===== config.mk =====
export PLATFORM = sky130hd
export DESIGN_NAME = pearson_hash_multi_round_top
export DESIGN_NICKNAME = d
export VERILOG_FILES = /design/src/design/phmr_pkg.sv /design/src/design/pearson_hash_multi_round_top.sv
export SDC_FILE = /design/constraint.sdc
export NUM_CORES = 1
export LEC_CHECK = 0
export ABC_AREA = 0
export BUFFER_PORTS_ARGS = -buffer_cell sky130_fd_sc_hd__buf_2
export CAP_MARGIN = 10
export CORE_UTILIZATION = 25
export DETAILED_ROUTE_END_ITERATION = 10
export PLACE_DENSITY = 0.38
export SLEW_MARGIN = 40
export SYNTH_ARGS = -nofsm -noshare
export SYNTH_HDL_FRONTEND = slang
export SYNTH_SLANG_ARGS = --single-unit

===== constraint.sdc =====
create_clock -name clk -period 6.98 [get_ports clk]
set_input_delay 1.396 -clock clk [delete_from_list [all_inputs] [get_ports clk]]
set_output_delay 1.396 -clock clk [all_outputs]
set_load 0.005 [all_outputs]

===== src/design/phmr_pkg.sv =====
package phmr_pkg;

  // register word indexes on the configuration port
  localparam int unsigned REG_ROUND_COUNT = 0;

  // round count after reset
  localparam logic [2:0] ROUND_COUNT_RESET = 3'd4;

  // fixed 256-entry byte permutation
  localparam logic [7:0] PERM_TABLE [256] = '{
    8'd175, 8'd235, 8'd43,  8'd181, 8'd108, 8'd210, 8'd253, 8'd28,
    8'd1,   8'd41,  8'd173, 8'd78,  8'd218, 8'd61,  8'd32,  8'd17,
    8'd31,  8'd158, 8'd147, 8'd186, 8'd206, 8'd254, 8'd239, 8'd39,
    8'd85,  8'd152, 8'd150, 8'd92,  8'd196, 8'd11,  8'd164, 8'd72,
    8'd222, 8'd8,   8'd183, 8'd129, 8'd180, 8'd234, 8'd29,  8'd121,
    8'd79,  8'd116, 8'd212, 8'd16,  8'd117, 8'd193, 8'd189, 8'd226,
    8'd199, 8'd50,  8'd9,   8'd131, 8'd14,  8'd47,  8'd80,  8'd203,
    8'd124, 8'd53,  8'd162, 8'd238, 8'd83,  8'd157, 8'd231, 8'd88,
    8'd110, 8'd109, 8'd62,  8'd245, 8'd114, 8'd105, 8'd73,  8'd242,
    8'd22,  8'd56,  8'd84,  8'd42,  8'd0,   8'd38,  8'd144, 8'd94,
    8'd249, 8'd77,  8'd137, 8'd224, 8'd74,  8'd168, 8'd75,  8'd59,
    8'd71,  8'd248, 8'd208, 8'd44,  8'd176, 8'd112, 8'd184, 8'd182,
    8'd190, 8'd246, 8'd10,  8'd192, 8'd115, 8'd146, 8'd195, 8'd160,
    8'd15,  8'd48,  8'd145, 8'd191, 8'd107, 8'd100, 8'd58,  8'd104,
    8'd217, 8'd102, 8'd76,  8'd170, 8'd149, 8'd111, 8'd148, 8'd132,
    8'd142, 8'd66,  8'd237, 8'd69,  8'd27,  8'd89,  8'd126, 8'd82,
    8'd87,  8'd227, 8'd171, 8'd232, 8'd185, 8'd49,  8'd216, 8'd135,
    8'd243, 8'd251, 8'd103, 8'd141, 8'd236, 8'd153, 8'd228, 8'd64,
    8'd93,  8'd25,  8'd21,  8'd20,  8'd127, 8'd155, 8'd98,  8'd23,
    8'd67,  8'd51,  8'd40,  8'd99,  8'd201, 8'd241, 8'd214, 8'd34,
    8'd60,  8'd18,  8'd159, 8'd45,  8'd166, 8'd55,  8'd205, 8'd86,
    8'd134, 8'd219, 8'd169, 8'd204, 8'd26,  8'd244, 8'd174, 8'd143,
    8'd198, 8'd65,  8'd140, 8'd122, 8'd161, 8'd165, 8'd223, 8'd207,
    8'd187, 8'd178, 8'd118, 8'd202, 8'd13,  8'd177, 8'd230, 8'd197,
    8'd54,  8'd194, 8'd247, 8'd119, 8'd113, 8'd136, 8'd221, 8'd133,
    8'd57,  8'd12,  8'd167, 8'd81,  8'd70,  8'd172, 8'd30,  8'd255,
    8'd5,   8'd37,  8'd213, 8'd101, 8'd215, 8'd90,  8'd6,   8'd52,
    8'd33,  8'd97,  8'd240, 8'd123, 8'd233, 8'd7,   8'd63,  8'd125,
    8'd120, 8'd2,   8'd188, 8'd128, 8'd179, 8'd96,  8'd154, 8'd95,
    8'd24,  8'd209, 8'd151, 8'd35,  8'd252, 8'd19,  8'd46,  8'd106,
    8'd163, 8'd225, 8'd138, 8'd211, 8'd130, 8'd220, 8'd156, 8'd229,
    8'd91,  8'd200, 8'd36,  8'd3,   8'd250, 8'd68,  8'd4,   8'd139
  };

endpackage


===== src/design/pearson_hash_multi_round_top.sv =====
// Multi-round Pearson hash over a byte stream.
// Input channel in_*: one string byte per item in in_tdata, in_tlast marks
// the final item of a string, in_tuser set means the item carries no byte
// (an empty string is one item with in_tlast and in_tuser both set).
// Output channel out_*: one 32-bit hash per string, sent after its last item,
// round 0 in the most significant used byte, unused upper bytes zero.
// Config port cfg_*: register 0 at byte address 0 holds the round count.
// Throughput: one item per cycle, except while a last item is held in stage
// one, set by one table lookup per round with all rounds side by side. An
// item is registered in stage one at acceptance and processed there; the hash
// of a last item is registered in the output register as that item leaves it.
// The round state lives in a one-word memory with a registered read; the
// word written in one cycle is forwarded to the next item, and a seed flag
// stands for the reloaded seeds, so no clearing pass is needed.
// Reset loads the seeds and sets the round count to four; no sweep runs.
// When out_tready is low with a hash waiting, items without in_tlast keep
// flowing; the next last item is held in stage one and in_tready drops
// until the hash is taken.
module pearson_hash_multi_round_top
  import phmr_pkg::*;
#(
  parameter int unsigned MAX_ROUNDS = 4
) (
  input  logic        clk,
  input  logic        rst_n,
  // in_tdata: [7:0] data_byte
  input  logic        in_tvalid,
  output logic        in_tready,
  input  logic [7:0]  in_tdata,
  input  logic        in_tlast,
  // in_tuser: [0] no_data
  input  logic        in_tuser,
  // out_tdata: [31:0] hash_value
  output logic        out_tvalid,
  input  logic        out_tready,
  output logic [31:0] out_tdata,
  input  logic        cfg_psel,
  input  logic        cfg_penable,
  input  logic        cfg_pwrite,
  input  logic [2:0]  cfg_paddr,
  input  logic [31:0] cfg_pwdata,
  output logic [31:0] cfg_prdata,
  output logic        cfg_pready
);

  localparam int unsigned STATE_W = MAX_ROUNDS * 8;

  // configuration register
  logic [2:0] round_count_r;
  logic       cfg_wr;
  logic       cfg_sel_rc;

  assign cfg_pready = 1'b1;
  assign cfg_sel_rc = (cfg_paddr[2] == 1'(REG_ROUND_COUNT));
  assign cfg_wr     = cfg_psel && cfg_penable && cfg_pwrite && cfg_pready;

  always_ff @(posedge clk) begin
    if (!rst_n) begin
      round_count_r <= ROUND_COUNT_RESET;
    end else if (cfg_wr && cfg_sel_rc) begin
      round_count_r <= cfg_pwdata[2:0];
    end
  end

  always_comb begin
    cfg_prdata = '0;
    if (cfg_sel_rc) begin
      cfg_prdata = {29'd0, round_count_r};
    end
  end

  // stage 1: accepted item
  logic       s1_valid_r;
  logic [7:0] s1_byte_r;
  logic       s1_last_r;
  logic       s1_nodata_r;
  logic       s1_adv;
  logic       out_free;
  logic       out_valid_r;
  logic [31:0] out_data_r;
  logic [31:0] out_data_nxt;

  assign out_free  = !out_valid_r || out_tready;
  assign s1_adv    = s1_valid_r && (!s1_last_r || out_free);
  assign in_tready = !s1_valid_r || s1_adv;

  always_ff @(posedge clk) begin
    if (!rst_n) begin
      s1_valid_r <= 1'b0;
    end else if (in_tready) begin
      s1_valid_r <= in_tvalid;
    end
  end

  always_ff @(posedge clk) begin
    if (in_tready && in_tvalid) begin
      s1_byte_r   <= in_tdata;
      s1_last_r   <= in_tlast;
      s1_nodata_r <= in_tuser;
    end
  end

  // round state memory, read every cycle
  logic [STATE_W-1:0] state_mem [1];
  logic [STATE_W-1:0] state_rd_r;
  logic [STATE_W-1:0] fwd_data_r;
  logic               fwd_r;
  logic               seed_r;
  logic               wr_en;
  logic [STATE_W-1:0] state_cur;
  logic [STATE_W-1:0] state_new;

  assign wr_en = s1_adv && !s1_nodata_r;

  always_ff @(posedge clk) begin
    if (wr_en) begin
      state_mem[0] <= state_new;
    end
    state_rd_r <= state_mem[0];
  end

  // forward the word written last cycle; seed flag overrides both
  always_ff @(posedge clk) begin
    if (!rst_n) begin
      fwd_r  <= 1'b0;
      seed_r <= 1'b1;
    end else begin
      fwd_r <= wr_en;
      if (s1_adv) begin
        if (s1_last_r) begin
          seed_r <= 1'b1;
        end else if (!s1_nodata_r) begin
          seed_r <= 1'b0;
        end
      end
    end
  end

  always_ff @(posedge clk) begin
    if (wr_en) begin
      fwd_data_r <= state_new;
    end
  end

  // current accumulators and one table step per round
  always_comb begin
    for (int r = 0; r < MAX_ROUNDS; r++) begin
      if (seed_r) begin
        state_cur[8*r +: 8] = PERM_TABLE[r];
      end else if (fwd_r) begin
        state_cur[8*r +: 8] = fwd_data_r[8*r +: 8];
      end else begin
        state_cur[8*r +: 8] = state_rd_r[8*r +: 8];
      end
    end
    for (int r = 0; r < MAX_ROUNDS; r++) begin
      if (s1_nodata_r) begin
        state_new[8*r +: 8] = state_cur[8*r +: 8];
      end else begin
        state_new[8*r +: 8] = PERM_TABLE[state_cur[8*r +: 8] ^ s1_byte_r];
      end
    end
  end

  // clamp round count and pack round bytes, round 0 highest
  logic [2:0] n_eff;

  always_comb begin
    if (round_count_r == 3'd0) begin
      n_eff = 3'd1;
    end else if (round_count_r > 3'(MAX_ROUNDS)) begin
      n_eff = 3'(MAX_ROUNDS);
    end else begin
      n_eff = round_count_r;
    end
    out_data_nxt = '0;
    for (int r = 0; r < MAX_ROUNDS; r++) begin
      if (3'(r) < n_eff) begin
        out_data_nxt = {out_data_nxt[23:0], state_new[8*r +: 8]};
      end
    end
  end

  // output register
  always_ff @(posedge clk) begin
    if (!rst_n) begin
      out_valid_r <= 1'b0;
    end else if (s1_adv && s1_last_r) begin
      out_valid_r <= 1'b1;
    end else if (out_tready) begin
      out_valid_r <= 1'b0;
    end
  end

  always_ff @(posedge clk) begin
    if (s1_adv && s1_last_r) begin
      out_data_r <= out_data_nxt;
    end
  end

  assign out_tvalid = out_valid_r;
  assign out_tdata  = out_data_r;

  // a new hash only follows a processed last item
  a_out_from_last: assert property (@(posedge clk) disable iff (!rst_n)
    $rose(out_tvalid) |-> $past(s1_adv && s1_last_r))
    else $error("hash appeared without a last item");

  // seeds reload after every last item
  a_seed_reload: assert property (@(posedge clk) disable iff (!rst_n)
    (s1_adv && s1_last_r) |=> seed_r)
    else $error("seeds not reloaded after last item");

  // input only stalls behind a held last item and a blocked output
  a_stall_cause: assert property (@(posedge clk) disable iff (!rst_n)
    !in_tready |-> (s1_valid_r && s1_last_r && out_valid_r && !out_tready))
    else $error("input stalled without cause");

  // forwarded word is the one written last cycle
  a_fwd_follows_write: assert property (@(posedge clk) disable iff (!rst_n)
    fwd_r |-> (fwd_data_r == $past(state_new)))
    else $error("forwarded state mismatch");

endmodule

Yosys cells after proc, flatten, opt, wreduce, memory -nomap -nowiden --
Memory sizes are Yosys's and may differ from the RTL's. A register that Yosys moved wholly into a read port is not among the register bits. Index checks and enable logic that the tools add are counted.
Cells by class: equal/unequal tests 1, magnitude comparators 9, reductions and logical operators 17, muxes and demuxes 33, bitwise logic cells 9
Operators with widths (count):
- 8-bit 2-to-1 mux | 21
- 32-bit 2-to-1 mux | 3
- 9-bit >= comparator, second input constant | 4
- 8-bit NOT with 9-bit output | 4
- 8-bit bitwise XOR | 4
- 3-bit 2-to-1 mux | 3
- 1-bit logical AND | 7
- 1-bit by 3-bit < comparator with 1-bit output, first input constant | 2
- 2-bit by 3-bit < comparator with 1-bit output, first input constant | 2
- 1-bit 2-to-1 mux | 6
- 1-bit zero test | 4
- 3-bit > comparator, second input constant | 1
- 3-bit zero test | 1
- 1-bit logical OR | 3
- 2-bit inequality test, second input constant | 1
- 2-bit AND reduction | 1
- 2-bit nonzero test | 1
- 1-bit NOT | 1
Word-level totals: bits in registers 81, output and inout bits 67, bits in writable memories 32, input bits 52, memories kept 5, word-level logic and storage cells 84, ROM bits 8192
Memories:
- (no name shown) | words 256, bits a word 8, read ports 1, clocked after memory_dff 0, wr ports 0, RTL line pearson_hash_multi_round_top.sv:160 | state_new[8*r +: 8] = PERM_TABLE[state_cur[8*r +: 8] ^ s1_byte_r];
- (no name shown) | words 256, bits a word 8, read ports 1, clocked after memory_dff 0, wr ports 0, RTL line pearson_hash_multi_round_top.sv:160
- (no name shown) | words 256, bits a word 8, read ports 1, clocked after memory_dff 0, wr ports 0, RTL line pearson_hash_multi_round_top.sv:160
- (no name shown) | words 256, bits a word 8, read ports 1, clocked after memory_dff 0, wr ports 0, RTL line pearson_hash_multi_round_top.sv:160
- state_mem | words 1, bits a word 32, read ports 1, clocked after memory_dff 1, wr ports 1, RTL line pearson_hash_multi_round_top.sv:104 | logic [STATE_W-1:0] state_mem [1];

Logic depth before layout (Yosys ltp) --
Gate-level depths: netlist of the first run.
depth after elaboration 12, depth in mapped cells 20, gate-level depth less buffers 14

Worst setup path after synthesis of the first run --
OpenSTA, ideal clock, no wires.
kind register -> register, start point register fwd_r, end point register out_data_r[3] (netlist: out_tdata[3]) (data pin), setup slack 2.507 ns, required time 6.719 ns, period minus slack after synthesis 4.473 ns, arrival time 4.212 ns, stages on the path, launching flop included 18, path through dfxtp_1 > buf_6 > mux2_2 > o21ai_0 > and2_0 > buf_2 > clkbuf_1 > ha_1 > clkbuf_1 > inv_1 > nor3_1 > a21oi_1 > a211oi_1 > a221oi_1 > a2111oi_0 > nor3_1 > a22o_1 > a221o_1
Between the ends: longest elaborated chain between the ends 12
Ends and longest elaborated chain:
- start: declaration | RTL line pearson_hash_multi_round_top.sv:107 | logic fwd_r;
- start signal: assignment | RTL line pearson_hash_multi_round_top.sv:128 | fwd_r <= wr_en;
- 8-bit 2-to-1 mux (*) | RTL line pearson_hash_multi_round_top.sv:150 | end else if (fwd_r) begin
- 8-bit 2-to-1 mux (*) | RTL line pearson_hash_multi_round_top.sv:148 | if (seed_r) begin
- 8-bit bitwise XOR | RTL line pearson_hash_multi_round_top.sv:160
- 8-bit NOT with 9-bit output (not written as such) | RTL line pearson_hash_multi_round_top.sv:160
- memory 256 x 8 bit
- 8-bit 2-to-1 mux (not written as such) (2 in series) | RTL line pearson_hash_multi_round_top.sv:160
- 8-bit 2-to-1 mux (*) | RTL line pearson_hash_multi_round_top.sv:157 | if (s1_nodata_r) begin
- via state_new[3] | RTL line pearson_hash_multi_round_top.sv:111 | logic [STATE_W-1:0] state_new;
- 8-bit 2-to-1 mux (*) | RTL line pearson_hash_multi_round_top.sv:178 | if (3'(r) < n_eff) begin
- 32-bit 2-to-1 mux (*) (3 in series) | RTL line pearson_hash_multi_round_top.sv:178
- via out_data_nxt[3] | RTL line pearson_hash_multi_round_top.sv:81 | logic [31:0] out_data_nxt;
- end signal: assignment | RTL line pearson_hash_multi_round_top.sv:197 | out_data_r <= out_data_nxt;
- end: declaration | RTL line pearson_hash_multi_round_top.sv:80 | logic [31:0] out_data_r;
Mark *: on every way through the listed nets, which the timed path passes. The rest lies on a longest branch. The select of a mux whose other input is x is not followed. A chain may end at the register's enable or synchronous reset.

Final worst setup path of the first run --
Same ends and word-level chain as after synthesis.

==> impl_metrics.tcl, run 1 <==
set metrics [dict create \
    path_clk_slew_ns 0.06 \
    layout-drive-gt1-share 0.149 \
    vias 25800 \
    place_area_sq_um 20700 \
    cpMaxStageDelayCell "a2111oi_0" \
    track_usage 0.272 \
    postSynth.asyncResetShare 0 \
    syn_area_per_cell_sq_um 7.12 \
    cp_slowest_stage_delay_ns 0.67 \
    finalNonFillerCells 3665 \
    max-clock-path-buffers 2 \
    relSlewSlack 0.376 \
    cp_cell_sequence "mux2_2 > o21ai_0 > nand2_1 > inv_1 > ha_1 > inv_1 > nor3_1 > a21oi_1 > a211oi_1 > a221oi_1 > a2111oi_0 > nor3_1 > a22o_1 > a221o_1" \
    synth_warnings 0 \
    antenna_left 0 \
    drc 0 \
    synth_top_area_share 0.115 \
    antenna_found_initial 2 \
    ctsHoldBuffers 0 \
    ir_drop_v 0.000132 \
    io_buffers 57 \
    fin_hold_ws_ns 0.356 \
    place_inst 3631 \
    power_w 0.00352 \
    h-tree-depth 4 \
    final-hold-violation-count 0 \
    grt_first_pass_wirelength_um 164000 \
    syn_area_sq_um 19300 \
    period_share 0.821 \
    ys.flop_type "edfxtp_1" \
    clk_latency_ns 0.42 \
    cts_setup_buffers 0 \
    fin_nets 2742 \
    die_height_um 280 \
    cts_buffers 17 \
    multi_input_area_sq_um 14700 \
    grt_max_degree 67 \
    place_hpwl_um 76200 \
    cp_data_arrival_time_ns 5.89 \
    fill_cells 8465 \
    area.growth.synth_to_final_pct 10.8 \
    ys_seq_area_frac 0.156 \
    via_per_inst 7.03 \
    fin_skew_ns 0.0127 \
    max_freq_mhz 175 \
    final_area_sq_um 21400 \
    crit_type "register to register" \
    setup_viol 0 \
    synth_cell_type_count 98 \
    hp-class "register to register" \
    core_sq_um 76100 \
    power_leakage_nw 7.01 \
    wl_um 112000 \
    power_density_nw_per_um2 165 \
    grt.overflow.total 0 \
    timing.rr.start "fwd_r" \
    synth_area_leaders "edfxtp_1 (12%), a21oi_1 (6.6%), o21ai_0 (6.1%)" \
    row_count 101 \
    syn_inst 2709 \
    place_congestion 1.04 \
    post_cts_resized 0 \
    startpoint "fwd_r" \
    start_util 0.253 \
    drv_slew 0 \
    synth_edf_count 74 \
    clock_sinks 113 \
    die_x_um 280 \
    max-cap-violations 0 \
    rsz0062_at_grt "no" \
    seqCellArea_sq_um 3010 \
    diodes 0 \
    cts_tree "done" \
    end_kind "register" \
    clockRootBuffer "clkbuf_16" \
    period_needed_ns 5.73 \
    worst_pin_slew_ns 0.936 \
    first_global_vias 23600 \
    synth_seq_cells 113 \
    holdCritStartpoint "state_mem[0][7]" \
    start_kind "register" \
    worstPathMaxFanout 12 \
    yosys.area.top_type "edfxtp_1" \
    drt_iter0_markers 5440 \
    drt_pass1_iterations 7 \
    final_common_cell "a21oi_1" \
    wl_per_cell_um 30.4 \
    io_pins 119 \
    layout_common_cells "a21oi_1 (255), o21ai_0 (227), nand2_1 (190)" \
    required_ns 7.14 \
    setup_tns_ns 0 \
    status "finished, final reports clean" \
    die_area_sq_um 78200 \
]
[layout make-up]
cell class | instances | area share
Timing Repair Buffer | 219 | 0.0740
Tap cell | 1030 | 0.0603
Clock buffer | 18 | 0.0206
Multi-Input combinational cell | 2234 | 0.690
Clock inverter | 14 | 0.00732
Inverter | 37 | 0.00650
Sequential cell | 113 | 0.141
[layer usage]
layer / vias up / share of wire / track usage
li1: 10500 / - / -
met1: 12300 / 0.41 / 0.376
met2: 2377 / 0.41 / 0.402
met3: 521 / 0.13 / 0.0696
met4: 2 / 0.052 / 0.103
met5: - / 0.00012 / 0
[flip-flops by register name, indices dropped and copies added (netlist names), 3 cells and up]
register and cells:
out_tdata 32, round_count_r 3, s1_byte_r 8, state_mem 32, state_rd_r 32
[worst paths after layout]
check                           cells after the start            end  slack (ns)
worst max register to register                     14   out_tdata[3]        1.25
worst min-delay path                                0  state_rd_r[7]        0.36
worst max-delay path                               14   out_tdata[3]        1.25
worst min register to register                      0  state_rd_r[7]        0.36
[metrics by stage]
step            util  setup slack [ns]
6_report       0.281              1.25
5_1_grt        0.281             0.986
4_1_cts        0.280              1.40
3_5_place_dp   0.273              1.42
3_3_place_gp   0.270              1.42
2_1_floorplan      -              2.51
[worst max-delay path: cells and delay by family (launching register included)]
family | cells | cell delay (ns)
compound gates | 7 | 2.27
fa+ha+maj | 1 | 0.66
buf+inv | 2 | 0.47
flops | 1 | 0.36
mux | 1 | 0.42
simple gates | 3 | 1.27
[logic make-up (layout without fill, tap and decap cells)]
| kind of cell | count (synthesis) | in the layout | share of synthesized area |
|---|---|---|---|
| other | 2 | 30 | 0.000390 |
| buffers and inverters | 390 | 288 | 0.0961 |
| adder cells (fa/ha/maj) | 69 | 69 | 0.0447 |
| AO/OA/AOI/OAI | 1259 | 1259 | 0.452 |
| XOR/XNOR | 19 | 19 | 0.00863 |
| multiplexers | 57 | 57 | 0.0363 |
| flip-flops | 113 | 113 | 0.156 |
| AND/OR/NAND/NOR | 800 | 800 | 0.206 |
[where the power goes]
group / internal [W] / switching (W)
Combinational: 0.000556 / 0.00131
Sequential: 0.000756 / 0.0000279
Clock: 0.000538 / 0.000338
Total: 0.00185 / 0.00167
[Yosys cell counts (12+ instances only)]
master	number
a2111oi_0	21
a211o_1	18
a211oi_1	74
a211oi_2	12
a21o_1	14
a21oi_1	256
a221o_1	15
a221oi_1	33
a22o_1	13
a22oi_1	22
a311o_1	15
a311oi_1	51
a31oi_1	57
a32oi_1	13
and2_1	14
and3_1	20
buf_1	27
buf_2	133
buf_4	39
clkbuf_1	144
dfxtp_1	39
edfxtp_1	74
ha_1	68
inv_1	30
mux2_2	18
mux2i_1	27
nand2_1	193
nand3_1	147
nand4_1	27
nor2_1	177
nor3_1	96
nor4_1	17
o2111ai_1	26
o211ai_1	95
o21a_1	19
o21ai_0	235
o21ai_1	25
o221ai_1	33
o22ai_1	45
o311a_1	14
o311ai_0	42
o31ai_1	12
or3_1	36
(Power assumes the default switching activity.)
==> run 2, diff against run 1 <==
- ABC_AREA: 0 -> 1
- clock period: 6.98 -> 5.3 ns (I/O delays scaled with it)
==> run 2 against run 1 <==
Compared with the run above:
- synthesized area shrank 6.3%
- core utilization is 0.53 points lower
- combinational power rose by 27%
- die area shrank 6.3%
- critical endpoint is now out_tdata[24]
- sequential power increased by 30%
- routed wire length fell by 5.4%
- clock power up 36%
- cell area decreased by 7.8%
- worst hold slack improved by 0.0080 ns
- count of clock-buffer cells in the layout up 3
- sequential cell count unchanged
==> impl_metrics.tcl, run 2 <==
set metrics [dict create \
    status "finished, final reports clean" \
    clock_sinks 113 \
    fin_nets 3253 \
    yosys.cell_count.top_type "nand2_1" \
    grt.overflow.total 0 \
    first_global_vias 22200 \
    grt_first_pass_wirelength_um 153000 \
    place_congestion 0.983 \
    wl_per_cell_um 25.8 \
    setup_viol 0 \
    die_x_um 271 \
    fill_cells 8298 \
    regToRegSetupSlack_ns 0.92 \
    clk_latency_ns 0.42 \
    seqCellArea_sq_um 3000 \
    cts_setup_buffers 0 \
    drc 0 \
    clockRootBuffer "clkbuf_16" \
    drt_iter0_markers 3327 \
    synth_commonest_cells "nand2_1 (1083), nand3_1 (727), inv_1 (173)" \
    timing.rr.start "seed_r" \
    worst_r2r_endpoint "out_tdata[24]" \
    cp_cell_sequence "inv_4 > buf_4 > nand3_2 > nand2_1 > nand2_2 > nand2_1 > nand2_1 > o21ai_0 > nor3_1 > nor2_1 > nor2_1 > nand2_1 > nand3_1 > nand2_1 > nand2_1 > nor2_1" \
    synth_warnings 0 \
    grt_max_degree 49 \
    yosys.area.top_type "nand2_1" \
    synth_edf_count 74 \
    h-tree-depth 4 \
    finalNonFillerCells 4095 \
    relSlewSlack 0.435 \
    rsz0062_at_grt "no" \
    layout-drive-gt1-share 0.107 \
    hp-class "register to register" \
    period_needed_ns 4.38 \
    synth_cell_type_count 53 \
    worstPathMaxFanout 38 \
    place_inst 4064 \
    final_common_cell "nand2_1" \
    cts_buffers 17 \
    worst_pin_slew_ns 0.845 \
    io_buffers 57 \
    max-clock-path-buffers 2 \
    whs_path_depth 0 \
    syn_inst 3152 \
    crit_family "simple AND/OR/NAND/NOR gates" \
    wl_met3_um 8880 \
    core_sq_um 71500 \
    antenna_found_initial 1 \
    place_ws_ns 0.992 \
    startpoint "seed_r" \
    row_count 98 \
    cpMaxStageDelayCell "nand2_1" \
    endpoint "out_tdata[24]" \
    post_cts_resized 0 \
    drt_pass1_iterations 6 \
    track_usage 0.278 \
    fin_util 0.275 \
    cp_data_arrival_time_ns 4.58 \
    period_share 0.827 \
    die_area_sq_um 73300 \
    ys_seq_area_frac 0.166 \
    layout_common_cells "nand2_1 (1081), nand3_1 (727), inv_1 (172)" \
    dr_wl_met2_um 47400 \
    vias 23400 \
    layout_setup_ws_ns 0.919 \
    synth_seq_cells 113 \
    cp_slowest_stage_delay_ns 0.57 \
    power_leakage_nw 9.39 \
    drv_slew 0 \
    area.growth.synth_to_final_pct 9.03 \
    highest_layer "met4" \
    place_hpwl_um 77100 \
    required_ns 5.50 \
    io_pins 119 \
    syn_area_per_cell_sq_um 5.73 \
    diodes 0 \
    die_height_um 271 \
    crit_type "register to register" \
    final-hold-violation-count 0 \
    wl_um 106000 \
    fin_skew_ns 0.00981 \
    multi_input_area_sq_um 13200 \
    cpMostUsedCell "nand2_1" \
    antenna_left 0 \
    max-cap-violations 0 \
    synth_top_area_share 0.225 \
    max_freq_mhz 228 \
    ctsHoldBuffers 0 \
    postSynth.asyncResetShare 0 \
    synth_area_leaders "nand2_1 (23%), nand3_1 (20%), edfxtp_1 (12%)" \
    start_kind "register" \
    setup_tns_ns 0 \
    wl_met1_um 43300 \
    syn_area_sq_um 18100 \
    via_per_inst 5.73 \
    ir_drop_v 0.000227 \
    end_kind "register" \
    cts_tree "done" \
    start_util 0.253 \
    power_density_nw_per_um2 232 \
    cp.depth 16 \
    worst-path-buf-inv 2 \
    power_w 0.00458 \
    reg2reg_depth 16 \
    path_clk_slew_ns 0.06 \
    ys.flop_type "edfxtp_1" \
]
==> run 2: metrics by stage <==
stage | instance area [sq um] | hold slack (ns)
after CTS | 19700 | 0.367
after floorplan | 18200 | 0.340
after global placement | 19100 | 0.345
after global routing | 19700 | 0.371
after detailed placement | 19100 | 0.353
final | 19700 | 0.364
==> run 2: per-layer routing <==
metal	up-vias	track usage
met2	1445	0.445
met4	0	0.139
met1	11200	0.359
met5	-	0
met3	328	0.0452
li1	10500	-
==> run 2: area by class of cell <==
class	instances	area share
Timing Repair Buffer	146	0.0490
Clock buffer	21	0.0239
Tap cell	950	0.0604
Inverter	204	0.0393
Multi-Input combinational cell	2651	0.668
Clock inverter	10	0.00680
Sequential cell	113	0.152
==> run 2: worst reg2reg max path, stage by stage, from the launching register on <==
cell     delay [ns]
dfxtp_1        0.43
inv_4          0.47
buf_4          0.41
nand3_2        0.15
nand2_1        0.20
nand2_2        0.35
nand2_1        0.57
nand2_1        0.20
o21ai_0        0.19
nor3_1         0.07
nor2_1         0.25
nor2_1         0.08
nand2_1        0.06
nand3_1        0.16
nand2_1        0.16
nand2_1        0.08
nor2_1         0.32
==> run 2: cell families (layout without fill, tap and decap cells) <==
logic type | after synthesis | in the layout | synth area share
flops | 113 | 113 | 0.166
buf+inv | 416 | 381 | 0.115
simple gates | 2162 | 2162 | 0.534
xor+xnor | 20 | 20 | 0.0197
other cells | 2 | 30 | 0.000416
compound gates | 371 | 371 | 0.118
fa+ha+maj | 68 | 68 | 0.0471
==> run 2: power by group <==
part | internal [W] | leakage (nW) | total [W] | switching (W)
Sequential | 0.000993 | 1.01 | 0.00102 | 0.0000301
Clock | 0.000770 | 0.295 | 0.00119 | 0.000416
Combinational | 0.000610 | 8.09 | 0.00237 | 0.00176
==> run 2: worst min path at each step <==
stage	from	end	slack, ns
5_1_grt	state_mem[0][19]	state_rd_r[19]	0.37
3_5_place_dp	state_mem[0][7]	state_rd_r[7]	0.35
2_1_floorplan	state_mem[0][22]	state_rd_r[22]	0.34
4_1_cts	state_mem[0][7]	state_rd_r[7]	0.37
6_report	state_mem[0][8]	state_rd_r[8]	0.36
3_3_place_gp	state_mem[0][22]	state_rd_r[22]	0.35
